File: src/rtl/ldc_pkg.sv
`timescale 1ns / 1ps
// ----------------------------------------------------------------------------
// LRU descriptor cache package
// Shared types and constants for the cache controller and its entry cells.
// ----------------------------------------------------------------------------
package ldc_pkg;

	localparam int unsigned KEY_WORDS  = 4;
	localparam int unsigned WORD_W     = 32;
	localparam int unsigned KEY_W      = KEY_WORDS * WORD_W;
	localparam int unsigned CAP_W      = 7;
	localparam int unsigned SLOT_OUT_W = 6;
	localparam int unsigned EVICT_W    = 7;
	localparam int unsigned CNT_W      = 32;
	localparam int unsigned OUT_W      = SLOT_OUT_W + EVICT_W + 2 * CNT_W;
	localparam int unsigned OUT_DATA_W = ((OUT_W + 7) / 8) * 8;
	localparam logic [CAP_W-1:0] CAP_RESET = 7'd64;

	typedef enum logic [1:0] {
		OP_NONE,
		OP_HIT,
		OP_MISS
	} cell_op_t;

	typedef struct packed {
		logic     compare;
		cell_op_t op;
	} cell_cmd_t;

	typedef struct packed {
		logic hit;
		logic free;
		logic evict;
	} cell_rep_t;

	typedef enum logic [2:0] {
		ST_IDLE,
		ST_COMPARE,
		ST_SCAN,
		ST_UPDATE
	} ctrl_state_t;

endpackage

File: src/rtl/ldc_cell.sv
`timescale 1ns / 1ps
// ----------------------------------------------------------------------------
// LRU descriptor cache entry cell
// Holds one entry's key, valid bit and recency rank, and passes the scan
// token to its neighbor every cycle.
// ----------------------------------------------------------------------------
module ldc_cell #(
	parameter int unsigned RW  = 6,
	parameter int unsigned SW  = 6,
	parameter int unsigned IDX = 0
) (
	input  logic                     clk,
	input  logic                     arst_n,
	input  ldc_pkg::cell_cmd_t       cmd,
	input  logic [ldc_pkg::KEY_W-1:0] key,
	input  logic                     flag,
	input  logic [RW-1:0]            hit_rank,
	input  logic [RW-1:0]            cap_m1,
	input  logic [SW-1:0]            wr_slot,
	input  logic                     tok_in,
	output logic                     tok_out,
	output ldc_pkg::cell_rep_t       rep,
	output logic [RW-1:0]            rep_rank
);
	import ldc_pkg::*;

	logic [KEY_W-1:0] key_q;
	logic             flag_q;
	logic             valid_q;
	logic [RW-1:0]    rank_q;
	logic             match_q;
	logic             tok_q;
	logic             keep;

	assign keep = valid_q && (rank_q < cap_m1);

	always_ff @(posedge clk or negedge arst_n) begin
		if (!arst_n) begin
			valid_q <= 1'b0;
			rank_q  <= '0;
			match_q <= 1'b0;
			tok_q   <= 1'b0;
		end else begin
			tok_q <= tok_in;
			if (cmd.compare) begin
				match_q <= valid_q && (key_q == key) && (flag_q == flag);
			end
			case (cmd.op)
				OP_HIT: begin
					if (match_q) begin
						rank_q <= '0;
					end else if (valid_q && rank_q < hit_rank) begin
						rank_q <= rank_q + 1'b1;
					end
				end
				OP_MISS: begin
					if (wr_slot == SW'(IDX)) begin
						valid_q <= 1'b1;
						rank_q  <= '0;
					end else if (valid_q && !keep) begin
						valid_q <= 1'b0;
						rank_q  <= '0;
					end else if (valid_q) begin
						rank_q <= rank_q + 1'b1;
					end
				end
				default: begin
				end
			endcase
		end
	end

	always_ff @(posedge clk) begin
		if (cmd.op == OP_MISS && wr_slot == SW'(IDX)) begin
			key_q  <= key;
			flag_q <= flag;
		end
	end

	assign tok_out   = tok_q;
	assign rep.hit   = tok_q && match_q;
	assign rep.free  = tok_q && !keep;
	assign rep.evict = tok_q && valid_q && !keep;
	assign rep_rank  = (tok_q && match_q) ? rank_q : '0;

endmodule
File: config.mk
export PLATFORM = sky130hd
export DESIGN_NAME = ldc_cell
export DESIGN_NICKNAME = d
export VERILOG_FILES = /design/src/rtl/ldc_pkg.sv /design/src/rtl/ldc_cell.sv
export SDC_FILE = /design/constraint.sdc
export NUM_CORES = 1
export LEC_CHECK = 0
export ABC_AREA = 1
export BUFFER_PORTS_ARGS = -buffer_cell sky130_fd_sc_hd__buf_4
export CAP_MARGIN = 0
export CORE_MARGIN = 2
export CORE_UTILIZATION = 35
export DETAILED_ROUTE_END_ITERATION = 7
export SYNTH_ARGS = -nofsm -noshare
export SYNTH_HDL_FRONTEND = slang
export SYNTH_SLANG_ARGS = --single-unit
export TNS_END_PERCENT = 10
File: constraint.sdc
create_clock -name clk -period 1.7 [get_ports clk]
set_clock_uncertainty 0.1 [all_clocks]
set_input_delay 0 -clock clk [delete_from_list [all_inputs] [get_ports clk]]
set_output_delay 0 -clock clk [all_outputs]
set_load 0.05 [all_outputs]
Word-level counts from Yosys, hierarchy flattened --
Index checks and enable logic that the tools add are counted. W data, S select, Z words.
Storage, ports and cells: flip-flop bits (word level) 138, bits in latches 0, bits in writable memories 0, memory bits (read-only) 0, input port bits 153, memories kept 0
Cells by class: $add $sub $neg 1, $mul 0, divide/modulo/power cells 0, magnitude comparators 2, equal/unequal tests 6, shift-type cells 0, muxes and demuxes 9, bitwise logic cells 0, reductions and logical operators 16
Operators with widths (number):
- $eq A128 B128 Y1 | 1
- $mux W6 | 6
- $lt A6 B6 Y1 | 2
- $pmux W6 S2 | 1
- $logic_and A1 B1 Y1 | 10
- $add A6 B1 Y6 const B | 1
- $logic_not A6 Y1 | 1
- $ne A4 B4 Y1 const B | 1
- $reduce_bool A2 Y1 | 2
- $ne A3 B3 Y1 const B | 1
- $reduce_and A3 Y1 | 1
- $eq A2 B1 Y1 const B | 1
- $eq A2 B2 Y1 const B | 1
- $mux W1 | 2
- $reduce_and A2 Y1 | 1
- $eq A1 B1 Y1 | 1
- $logic_not A1 Y1 | 1

Depth between registers and ports, before layout --
Gate-level depths: netlist of run 1.
depth in word-level cells 7, gate-level depth with buffers 12, gate-level depth less buffers 12

Least setup slack after synthesis of run 1 --
No wires, ideal clock.
path kind input port to flip-flop, start point in wr_slot[3], end point reg rank_q[0], library setup time 0.117 ns, arrival 6.117 ns, path slack -4.634 ns, cell stages on the path 8, cells stage by stage nor2_1 nand3_1 nor2_1 a21oi_1 nand2_1 nor2_1 nand2_1 nand2_1
On the way: word-level cells in the longest chain between the ends 3
Ends and longest elaborated chain:
- start: declaration | line ldc_cell.sv:19 | input logic [SW-1:0] wr_slot,
- $logic_not A6 Y1 * | line ldc_cell.sv:57 | if (wr_slot == SW'(IDX)) begin
- $ne A4 B4 Y1 (no line) / $mux W6 (equally long branches)
- $reduce_and A3 Y1 (no line) / $pmux W6 S2 (equally long branches)
- end signal: assignment | line ldc_cell.sv:53 | rank_q <= rank_q + 1'b1;
- end signal: assignment | line ldc_cell.sv:64 | rank_q <= rank_q + 1'b1;
- end: declaration | line ldc_cell.sv:30 | logic [RW-1:0] rank_q;
Mark *: on every way between the ends. The rest lies on a longest branch, timed or not. A chain may end at the register's enable or synchronous reset.

==> results.py, run 1 <==
metrics = {
    "routing": {
        "drt_iter0_markers": 205,
        "vias": 5726,
        "route.detailed.drc": 0,
        "wl_per_cell_um": 11.8,
        "ant_nets": 0,
        "routed_wirelength_um": 16100,
        "via_per_inst": 4.20,
        "first_pass_iters": 4,
    },
    "layout": {
        "final_cell_mix": "nand2_1 (222), buf_4 (174), inv_1 (157)",
        "syn_to_final_growth_pct": 54.4,
        "final_util_pct": 54.9,
        "final_common_cell": "nand2_1",
        "layout.nets": 1248,
        "drive_gt1_share_pct": 21.6,
        "num_antenna_cells": 0,
    },
    "global_route": {
        "antenna_found_initial": 0,
        "grt_pass1_vias": 5657,
        "grt-ovfl-total": 0,
        "grt_max_degree": 73,
        "grt.total_usage_pct": 15.9,
        "grt_pass1_wl_um": 25900,
    },
    "sta": {
        "period_needed_ns": 2.00,
        "worst_slew_pin_slew_ns": 0.490,
        "max_slew_margin_pct": 67.2,
        "max_freq_mhz": 500,
        "hold_viol": 0,
        "setup_viol": 8,
        "rsz0062_at_grt": "true",
        "post-route-period-util_pct": 118,
        "setup_slack_ns": -0.299,
        "drv_slew": 0,
    },
    "synth": {
        "netlist_area_mm2": 0.00692,
        "ys_seq_area_share_pct": 59.2,
        "synth_seq_cells": 138,
        "synth-edff-count": 129,
        "synth_nets": 912,
        "yosysWarnings": 0,
        "avgSynthCellArea_um2": 9.25,
        "async_flop_share_pct": 6.52,
        "syn_inst": 748,
        "yosysUniqueCellTypes": 22,
        "synthFlopType": "edfxtp_1",
    },
    "setup_path": {
        "crit_fanout": 2,
        "worst_ep_required_time_ns": 1.60,
        "crit_path_start_kind": "register",
        "path_class": "register to output port",
        "r2r_setup_slack_ns": -0.20,
        "crit_arrival_ns": 1.90,
        "r2r_cells": 11,
        "crit_path_end_kind": "output port",
    },
    "power": {
        "intPower_mw": 7.07,
        "clkPwrFrac_pct": 39.9,
        "p_switching_mw": 2.22,
        "irDropWorstVdd_mv": 0.627,
        "p_per_area_mw_per_mm2": 869,
        "power_leakage_nw": 4.86,
        "swShare_pct": 23.9,
        "power_frac_seq_pct": 41.7,
        "combPwrFrac_pct": 18.4,
    },
    "status": {
        "violations": "negative setup slack",
        "outcome": "finished with violations",
    },
    "floorplanning": {
        "initial_core_util_pct": 35.6,
        "num_io_pins": 163,
        "core_area_mm2": 0.0195,
        "rows": 51,
        "dieArea_mm2": 0.0209,
        "die_h_um": 145,
        "fp.dieW_um": 145,
    },
    "worst_hold_path": {
        "hp-class": "input pin to register",
        "min_path_cells": 2,
    },
    "clock_tree": {
        "clk_path_buf_depth": 2,
        "clkTransAtPathRegs_ns": 0.06,
        "cts_max_level": 4,
        "insertion_delay_ns": 0.41,
        "cts_tree": "done",
        "clockRootBuffer": "clkbuf_16",
        "cts_buffers": 17,
        "cts_sinks": 138,
    },
    "place": {
        "place.port_buffers": 162,
        "dp_hpwl_um": 11000,
        "gp_congestion": 0.790,
        "pre_cts_ws_ns": -0.0639,
    },
    "job": {
        "drv_cap": 0,
    },
}
cell families after synthesis:
kind of cell    count (synthesis)  share of synthesized area (%)
simple gates                  368                           21.7
buf+inv                       158                           8.57
flops                         138                           59.2
xor+xnor                       53                           6.71
compound gates                 20                           1.77
fa+ha+maj                      11                           1.99
repair_timing:
| action | in CTS | in global routing |
|---|---|---|
| gates resized for setup | 8 | 4 |
| buffers inserted | 3 | 2 |
| pin swaps | 6 | 6 |
| hold buffers | 138 | 0 |
| endpoints found under the hold margin | 147 | 0 |
| endpoints found under the setup margin | 8 | 10 |
critical path: stages (launching register included):
cell and delay, ns:
dfrtp_1 0.39, ha_1 0.30, a21boi_1 0.13, o21ai_1 0.11, nand3_1 0.11, buf_4 0.15
o21ai_2 0.10, inv_1 0.05, buf_6 0.14
cells in the mapped netlist, types with 2 or more instances:
| cell type | n | area share, % |
|---|---|---|
| a21oi_1 | 4 | 0.29 |
| dfrtp_1 | 9 | 3.3 |
| edfxtp_1 | 129 | 56 |
| ha_1 | 11 | 2.0 |
| inv_1 | 157 | 8.5 |
| nand2_1 | 224 | 12 |
| nand3_1 | 17 | 1.2 |
| nand4_1 | 21 | 1.9 |
| nor2_1 | 88 | 4.8 |
| o21ai_0 | 10 | 0.72 |
| o21ai_1 | 2 | 0.14 |
| or2_2 | 15 | 1.4 |
| xnor2_1 | 48 | 6.1 |
| xor2_1 | 5 | 0.63 |
path summary, 6_finish.rpt:
check                                            from                    end
worst min-delay path                           tok_in      tok_out$_DFF_PN0_
max in group asynchronous                      arst_n  rank_q[0]$_DFFE_PN0P_
worst min register to register    valid_q$_DFFE_PN0P_    valid_q$_DFFE_PN0P_
min in group asynchronous                      arst_n      tok_out$_DFF_PN0_
worst max register to register  rank_q[1]$_DFFE_PN0P_  rank_q[2]$_DFFE_PN0P_
worst max-delay path            rank_q[1]$_DFFE_PN0P_                 rep[1]
per-stage QoR:
step | cell area [µm²] | setup TNS [ns] | hold WS [ns] | power (mW) | std cells
final | 10700 | -1.69 | 0.177 | 9.28 | 1362
after floorplan | 6960 | -130.55 | -0.396 | 4.59 | 748
after CTS | 10600 | -1.39 | 0.151 | 9.32 | 1360
after detailed placement | 8620 | -0.336 | -0.259 | 5.23 | 1187
after global routing | 10700 | -2.90 | 0.146 | 9.75 | 1362
after global placement | 8620 | -0.255 | -0.257 | 5.20 | 1187
final cells by class:
cell class / instances / area, µm²
multi-input cells: 452 / 2320
well taps: 265 / 332
flip-flops and latches: 138 / 4100
repair buffers: 317 / 2760
clock buffers: 19 / 433
inverters: 158 / 593
fillers: 1693 / 8780
clock inverters: 13 / 151
power groups by stage:
stage	clock (mW)	combinational, mW	sequential (mW)
3_3_place_gp	0	1.27	3.93
4_1_cts	3.80	1.66	3.86
3_5_place_dp	0	1.29	3.94
2_1_floorplan	0	0.629	3.96
5_1_grt	3.95	1.92	3.88
6_report	3.71	1.71	3.87
layer usage:
layer | vias up | share of wire, % | GRT usage [%]
met5 | - | 0 | 0
met4 | 0 | 0.97 | 3.88
met3 | 13 | 6.0 | 4.50
met2 | 156 | 47 | 26.8
met1 | 2558 | 46 | 20.3
li1 | 2999 | - | -
flip-flops by register name, indices dropped and copies added, names as in the netlist:
register and cells:
tok_out 1, rank_q 6, match_q 1, valid_q 1, key_q 128, flag_q 1
(Power assumes the default switching activity.)
==> run 2, diff against run 1 <==
--- a/config.mk
+++ b/config.mk
@@ -6,11 +6,12 @@
 export NUM_CORES = 1
 export LEC_CHECK = 0
 export ABC_AREA = 1
-export BUFFER_PORTS_ARGS = -buffer_cell sky130_fd_sc_hd__buf_4
 export CAP_MARGIN = 0
 export CORE_MARGIN = 2
 export CORE_UTILIZATION = 35
+export CTS_CLUSTER_DIAMETER = 30
 export DETAILED_ROUTE_END_ITERATION = 7
+export DONT_BUFFER_PORTS = 1
 export SYNTH_ARGS = -nofsm -noshare
 export SYNTH_HDL_FRONTEND = slang
 export SYNTH_SLANG_ARGS = --single-unit
==> run 2 against run 1 <==
  * The run still ends with negative setup slack left
  * Largest power group is now the clock network
  * Critical path depth fell by 1
  * Count of clock-buffer cells in the layout down 2
  * Maximum frequency is 6.2% higher
  * Wire length decreased by 1.9%
==> results.py, run 2 (synthesis results as in run 1) <==
metrics = {
    "global_route": {
        "grt_max_degree": 44,
        "grt-ovfl-total": 0,
        "antenna_found_initial": 0,
        "grt.total_usage_pct": 15.4,
        "grt_pass1_vias": 5308,
        "grt_pass1_wl_um": 24900,
    },
    "floorplanning": {
        "die_h_um": 145,
        "rows": 51,
        "dieArea_mm2": 0.0209,
        "fp.dieW_um": 145,
        "core_area_mm2": 0.0195,
        "num_io_pins": 163,
        "initial_core_util_pct": 35.6,
    },
    "sta": {
        "max_slew_margin_pct": 67.4,
        "post-route-period-util_pct": 111,
        "worst_slew_pin_slew_ns": 0.487,
        "setup_slack_ns": -0.183,
        "drv_slew": 0,
        "max_freq_mhz": 531,
        "hold_viol": 0,
        "setup_viol": 8,
        "rsz0062_at_grt": "true",
        "period_needed_ns": 1.88,
    },
    "setup_path": {
        "crit_fanout": 3,
        "crit_path_start_kind": "register",
        "worst_ep_required_time_ns": 1.60,
        "path_class": "register to output port",
        "crit_path_end_kind": "output port",
        "worstSetupStartpoint": "rank_q[5]$_DFFE_PN0P_",
        "crit_arrival_ns": 1.78,
        "timing.rr.start": "rank_q[5]$_DFFE_PN0P_",
    },
    "routing": {
        "via_per_inst": 4.30,
        "drt_iter0_markers": 157,
        "vias": 5211,
        "first_pass_iters": 4,
        "route.detailed.drc": 0,
        "wl_per_cell_um": 13.0,
        "ant_nets": 0,
        "routed_wirelength_um": 15800,
    },
    "power": {
        "p_per_area_mw_per_mm2": 951,
        "power_leakage_nw": 4.17,
        "clkPwrFrac_pct": 42.4,
        "finalPower_mw": 9.18,
        "irDropWorstVdd_mv": 0.645,
        "p_switching_mw": 2.15,
        "intPower_mw": 7.03,
        "power_frac_seq_pct": 42.2,
        "combPwrFrac_pct": 15.5,
        "swShare_pct": 23.5,
    },
    "clock_tree": {
        "cts_buffers": 17,
        "clkTransAtPathRegs_ns": 0.06,
        "insertion_delay_ns": 0.41,
        "cts_max_level": 4,
        "clk_path_buf_depth": 2,
        "cts_sinks": 138,
        "cts_tree": "done",
        "clockRootBuffer": "clkbuf_16",
    },
    "place": {
        "dp_cells": 1030,
        "place.port_buffers": 0,
        "dp_hpwl_um": 10800,
        "gp_congestion": 0.780,
    },
    "layout": {
        "drive_gt1_share_pct": 9.82,
        "num_antenna_cells": 0,
        "layout.nets": 1098,
        "syn_to_final_growth_pct": 39.5,
        "fill_cells": 1799,
        "largestRegisters": "key_q (128), rank_q (6)",
        "largest_register_ffs": 128,
        "largest_register": "key_q",
        "final_util_pct": 49.6,
        "final_common_cell": "nand2_1",
        "final_cells": 1212,
        "final_cell_mix": "nand2_1 (223), inv_1 (156), dlygate4sd3_1 (142)",
    },
    "worst_hold_path": {
        "hp-class": "input pin to register",
        "hp-start": "key[101]",
    },
    "job": {
        "drv_cap": 0,
    },
    "status": {
        "outcome": "finished with violations",
        "violations": "negative setup slack",
    },
}
## run 2: cell count changes in the layout (fill, tap and decap cells not counted), sizes merged
cell,delta
buf,-154
dlygate4sd3,+4
clkbuf,-2
bufinv,+1
clkinvlp,+1
## run 2: per-stage QoR
step	cell area, µm²	hold slack, ns	setup WS, ns	setup TNS (ns)
floorplan	6960	-0.396	-1.07	-130.55
global placement	7480	-0.395	-0.0367	-0.193
detailed placement	7480	-0.395	-0.0777	-0.434
CTS	9640	0.000362	-0.194	-1.19
global route	9660	0.0518	-0.303	-2.19
finish	9660	0.00827	-0.183	-1.16
## run 2: power groups by stage
stage,clock network [mW],logic (mW),registers [mW]
after floorplan,0,0.629,3.96
after global placement,0,0.867,3.95
after detailed placement,0,0.879,3.96
after CTS,4.02,1.41,3.87
after global routing,4.13,1.59,3.88
final,3.89,1.42,3.87
## run 2: area by class of cell
| type | instances | area, µm² | area share, % |
|---|---|---|---|
| flip-flops and latches | 138 | 4100 | 42.5 |
| multi-input cells | 452 | 2330 | 24.1 |
| repair buffers | 167 | 1680 | 17.3 |
| inverters | 158 | 593 | 6.14 |
| clock buffers | 17 | 425 | 4.41 |
| well taps | 265 | 332 | 3.43 |
| clock inverters | 15 | 200 | 2.07 |
## run 2: per-layer routing
metal / track usage, % / wire (µm) / vias up
met5: 0 / 0 / -
met4: 3.22 / 70 / 0
met3: 5.07 / 1060 / 4
met2: 26.1 / 7480 / 144
met1: 19.3 / 7170 / 2357
li1: - / - / 2706
## run 2: worst paths after layout
path                                          to  slack [ns]  cells after the start
setup / recovery                          rep[0]       -0.18                      7
hold / removal               match_q$_DFFE_PN0P_       0.008                      9
setup reg to reg           rank_q[5]$_DFFE_PN0P_       -0.15                     10
hold reg to reg              valid_q$_DFFE_PN0P_        0.48                      2
max in group asynchronous    valid_q$_DFFE_PN0P_        0.68                      2
min in group asynchronous  rank_q[2]$_DFFE_PN0P_        0.47                      2
## run 2: critical path: stages (launching register included)
cell and delay [ns]:
dfrtp_1 0.39, ha_1 0.29, nand2_1 0.09, nor2_1 0.05, nor2_1 0.11, nand3_2 0.13
and3_4 0.18, buf_12 0.14
## run 2: timing repair
action                                  CTS  global route
hold buffers                            142             0
resized for setup                        10             5
endpoints found under the setup margin    8            10
buffers inserted                          8             0
endpoints found under the hold margin   149             0
pin swaps                                 6             1
==> run 3, diff against run 2 <==
--- a/config.mk
+++ b/config.mk
@@ -7,11 +7,14 @@
 export LEC_CHECK = 0
 export ABC_AREA = 1
 export CAP_MARGIN = 0
+export CELL_PAD_IN_SITES_DETAIL_PLACEMENT = 1
+export CELL_PAD_IN_SITES_GLOBAL_PLACEMENT = 1
 export CORE_MARGIN = 2
 export CORE_UTILIZATION = 35
 export CTS_CLUSTER_DIAMETER = 30
 export DETAILED_ROUTE_END_ITERATION = 7
 export DONT_BUFFER_PORTS = 1
+export PLACE_DENSITY_LB_ADDON = 0.1
 export SYNTH_ARGS = -nofsm -noshare
 export SYNTH_HDL_FRONTEND = slang
 export SYNTH_SLANG_ARGS = --single-unit
==> run 3 against run 2 <==
  * The run ends with negative hold slack, negative setup slack left
  * Global-route usage is 2.8 points higher
  * Register-to-register slack got worse by 0.02 ns
  * Non-clock buffer count fell by 6
  * Flip-flop and latch count unchanged
==> results.py, run 3 (synthesis results as in run 1) <==
metrics = {
    "clock_tree": {
        "cts_sinks": 138,
        "insertion_delay_ns": 0.42,
        "clkTransAtPathRegs_ns": 0.06,
        "cts_tree": "done",
        "clk_path_buf_depth": 2,
        "cts_max_level": 4,
        "cts_buffers": 17,
        "clockRootBuffer": "clkbuf_16",
    },
    "floorplanning": {
        "rows": 51,
        "core_area_mm2": 0.0195,
        "initial_core_util_pct": 35.6,
        "die_h_um": 145,
        "num_io_pins": 163,
        "dieArea_mm2": 0.0209,
        "fp.dieW_um": 145,
    },
    "setup_path": {
        "crit_path_end_kind": "output port",
        "slowest_delay_ns": 0.42,
        "crit_buf_inv": 1,
        "r2r_setup_slack_ns": -0.17,
        "crit_fanout": 3,
        "worst_ep_required_time_ns": 1.60,
        "crit_path_cell_trace": "ha_4, a21oi_2, nor2_2, nor2_1, nand3_1, and3_4, buf_8",
        "crit_arrival_ns": 1.84,
        "crit_path_start_kind": "register",
        "crit_slowest_cell": "dfrtp_1",
        "path_class": "register to output port",
        "cp_top_family": "simple AND/OR/NAND/NOR gates",
    },
    "sta": {
        "max_slew_margin_pct": 71.1,
        "period_needed_ns": 1.94,
        "post-route-period-util_pct": 114,
        "tns_ns": -1.38,
        "setup_viol": 9,
        "rsz0062_at_grt": "true",
        "hold_viol": 1,
        "worst_hold_slack_ns": -0.00919,
        "setup_slack_ns": -0.237,
        "max_freq_mhz": 516,
        "worst_slew_pin_slew_ns": 0.432,
        "drv_slew": 0,
    },
    "global_route": {
        "grt_pass1_wl_um": 29200,
        "grt-ovfl-total": 0,
        "antenna_found_initial": 0,
        "grt_pass1_vias": 5974,
        "grt.total_usage_pct": 18.2,
        "grt_max_degree": 40,
    },
    "routing": {
        "wl_per_cell_um": 15.2,
        "route.detailed.drc": 0,
        "ant_nets": 0,
        "first_pass_iters": 4,
        "vias": 5467,
        "via_per_inst": 4.53,
        "routed_wirelength_um": 18300,
        "drt_iter0_markers": 107,
    },
    "place": {
        "dp_hpwl_um": 12500,
        "place.port_buffers": 0,
        "gp_congestion": 0.810,
    },
    "power": {
        "p_per_area_mw_per_mm2": 941,
        "power_leakage_nw": 4.13,
        "irDropWorstVdd_mv": 0.683,
    },
    "worst_hold_path": {
        "hp-class": "input pin to register",
    },
    "layout": {
        "largest_register": "key_q",
        "drive_gt1_share_pct": 11.1,
        "final_common_cell": "nand2_1",
        "fill_cells": 2153,
        "final_util_pct": 49.4,
        "multiInputGateArea_mm2": 0.00239,
        "syn_to_final_growth_pct": 39.0,
        "num_antenna_cells": 0,
        "layout.nets": 1092,
        "regArea_mm2": 0.00410,
        "largestRegisters": "key_q (128), rank_q (6)",
        "final_cell_mix": "nand2_1 (216), inv_1 (156), dlygate4sd3_1 (138)",
        "largest_register_ffs": 128,
    },
    "status": {
        "outcome": "finished with violations",
        "violations": "negative hold slack, negative setup slack",
    },
    "job": {
        "drv_cap": 0,
    },
}
run 3: cell count changes in the layout (fill, tap and decap cells not counted), sizes merged:
cell,previous run,this run
clkinv,7,6
buf,25,23
clkinvlp,3,1
bufinv,4,2
inv,159,162
clkbuf,17,19
dlygate4sd3,142,138
run 3: where the power goes:
part	internal (mW)	total [mW]	switching, mW
logic	0.768	1.48	0.709
clock network	2.18	3.68	1.50
registers	3.80	3.89	0.0992
total	6.74	9.05	2.31
run 3: area by class of cell:
class | count | area share [%]
flip-flops and latches | 138 | 42.6
inverters | 158 | 6.17
clock inverters | 13 | 1.48
repair buffers | 161 | 16.9
clock buffers | 19 | 4.50
well taps | 265 | 3.45
multi-input cells | 452 | 24.8
run 3: repair_timing:
action,in CTS,in global routing
endpoints found under the setup margin,9,10
resized for setup,20,15
setup buffers,3,1
hold endpoints to repair,147,0
hold buffers,138,0
pin swaps,15,9
run 3: worst register-to-register path: cells and delay by family, from the launching register on:
family / cells / cell delay (ns)
flops: 1 / 0.42
buf+inv: 1 / 0.14
fa+ha+maj: 1 / 0.26
simple gates: 6 / 0.44
compound gates: 2 / 0.40
run 3: per-stage QoR:
step                power, mW  instances  hold WS [ns]  setup slack [ns]  cell area, µm²
floorplan                4.59        748        -0.396             -1.07            6960
global placement         4.83       1032        -0.395           -0.0418            7490
detailed placement       4.88       1032        -0.395            -0.167            7490
CTS                      9.04       1205       0.00143            -0.222            9550
global route             9.46       1206        0.0432            -0.337            9620
finish                   9.05       1206      -0.00919            -0.237            9620
run 3: path summary, 6_finish.rpt:
check | startpoint | endpoint | depth (start not counted)
worst max-delay path | rank_q[3]$_DFFE_PN0P_ | rep[0] | 7
worst min-delay path | key[21] | match_q$_DFFE_PN0P_ | 9
worst max register to register | rank_q[5]$_DFFE_PN0P_ | rank_q[4]$_DFFE_PN0P_ | 10
worst min register to register | match_q$_DFFE_PN0P_ | match_q$_DFFE_PN0P_ | 2
max in group asynchronous | arst_n | valid_q$_DFFE_PN0P_ | 2
min in group asynchronous | arst_n | match_q$_DFFE_PN0P_ | 2
run 3: per-layer routing:
metal / up-vias / part of all wire (%) / track usage [%]
li1: 2699 / - / -
met2: 134 / 52 / 32.4
met3: 13 / 5.7 / 5.63
met1: 2621 / 42 / 21.5
met4: 0 / 0.82 / 3.99
met5: - / 0 / 0
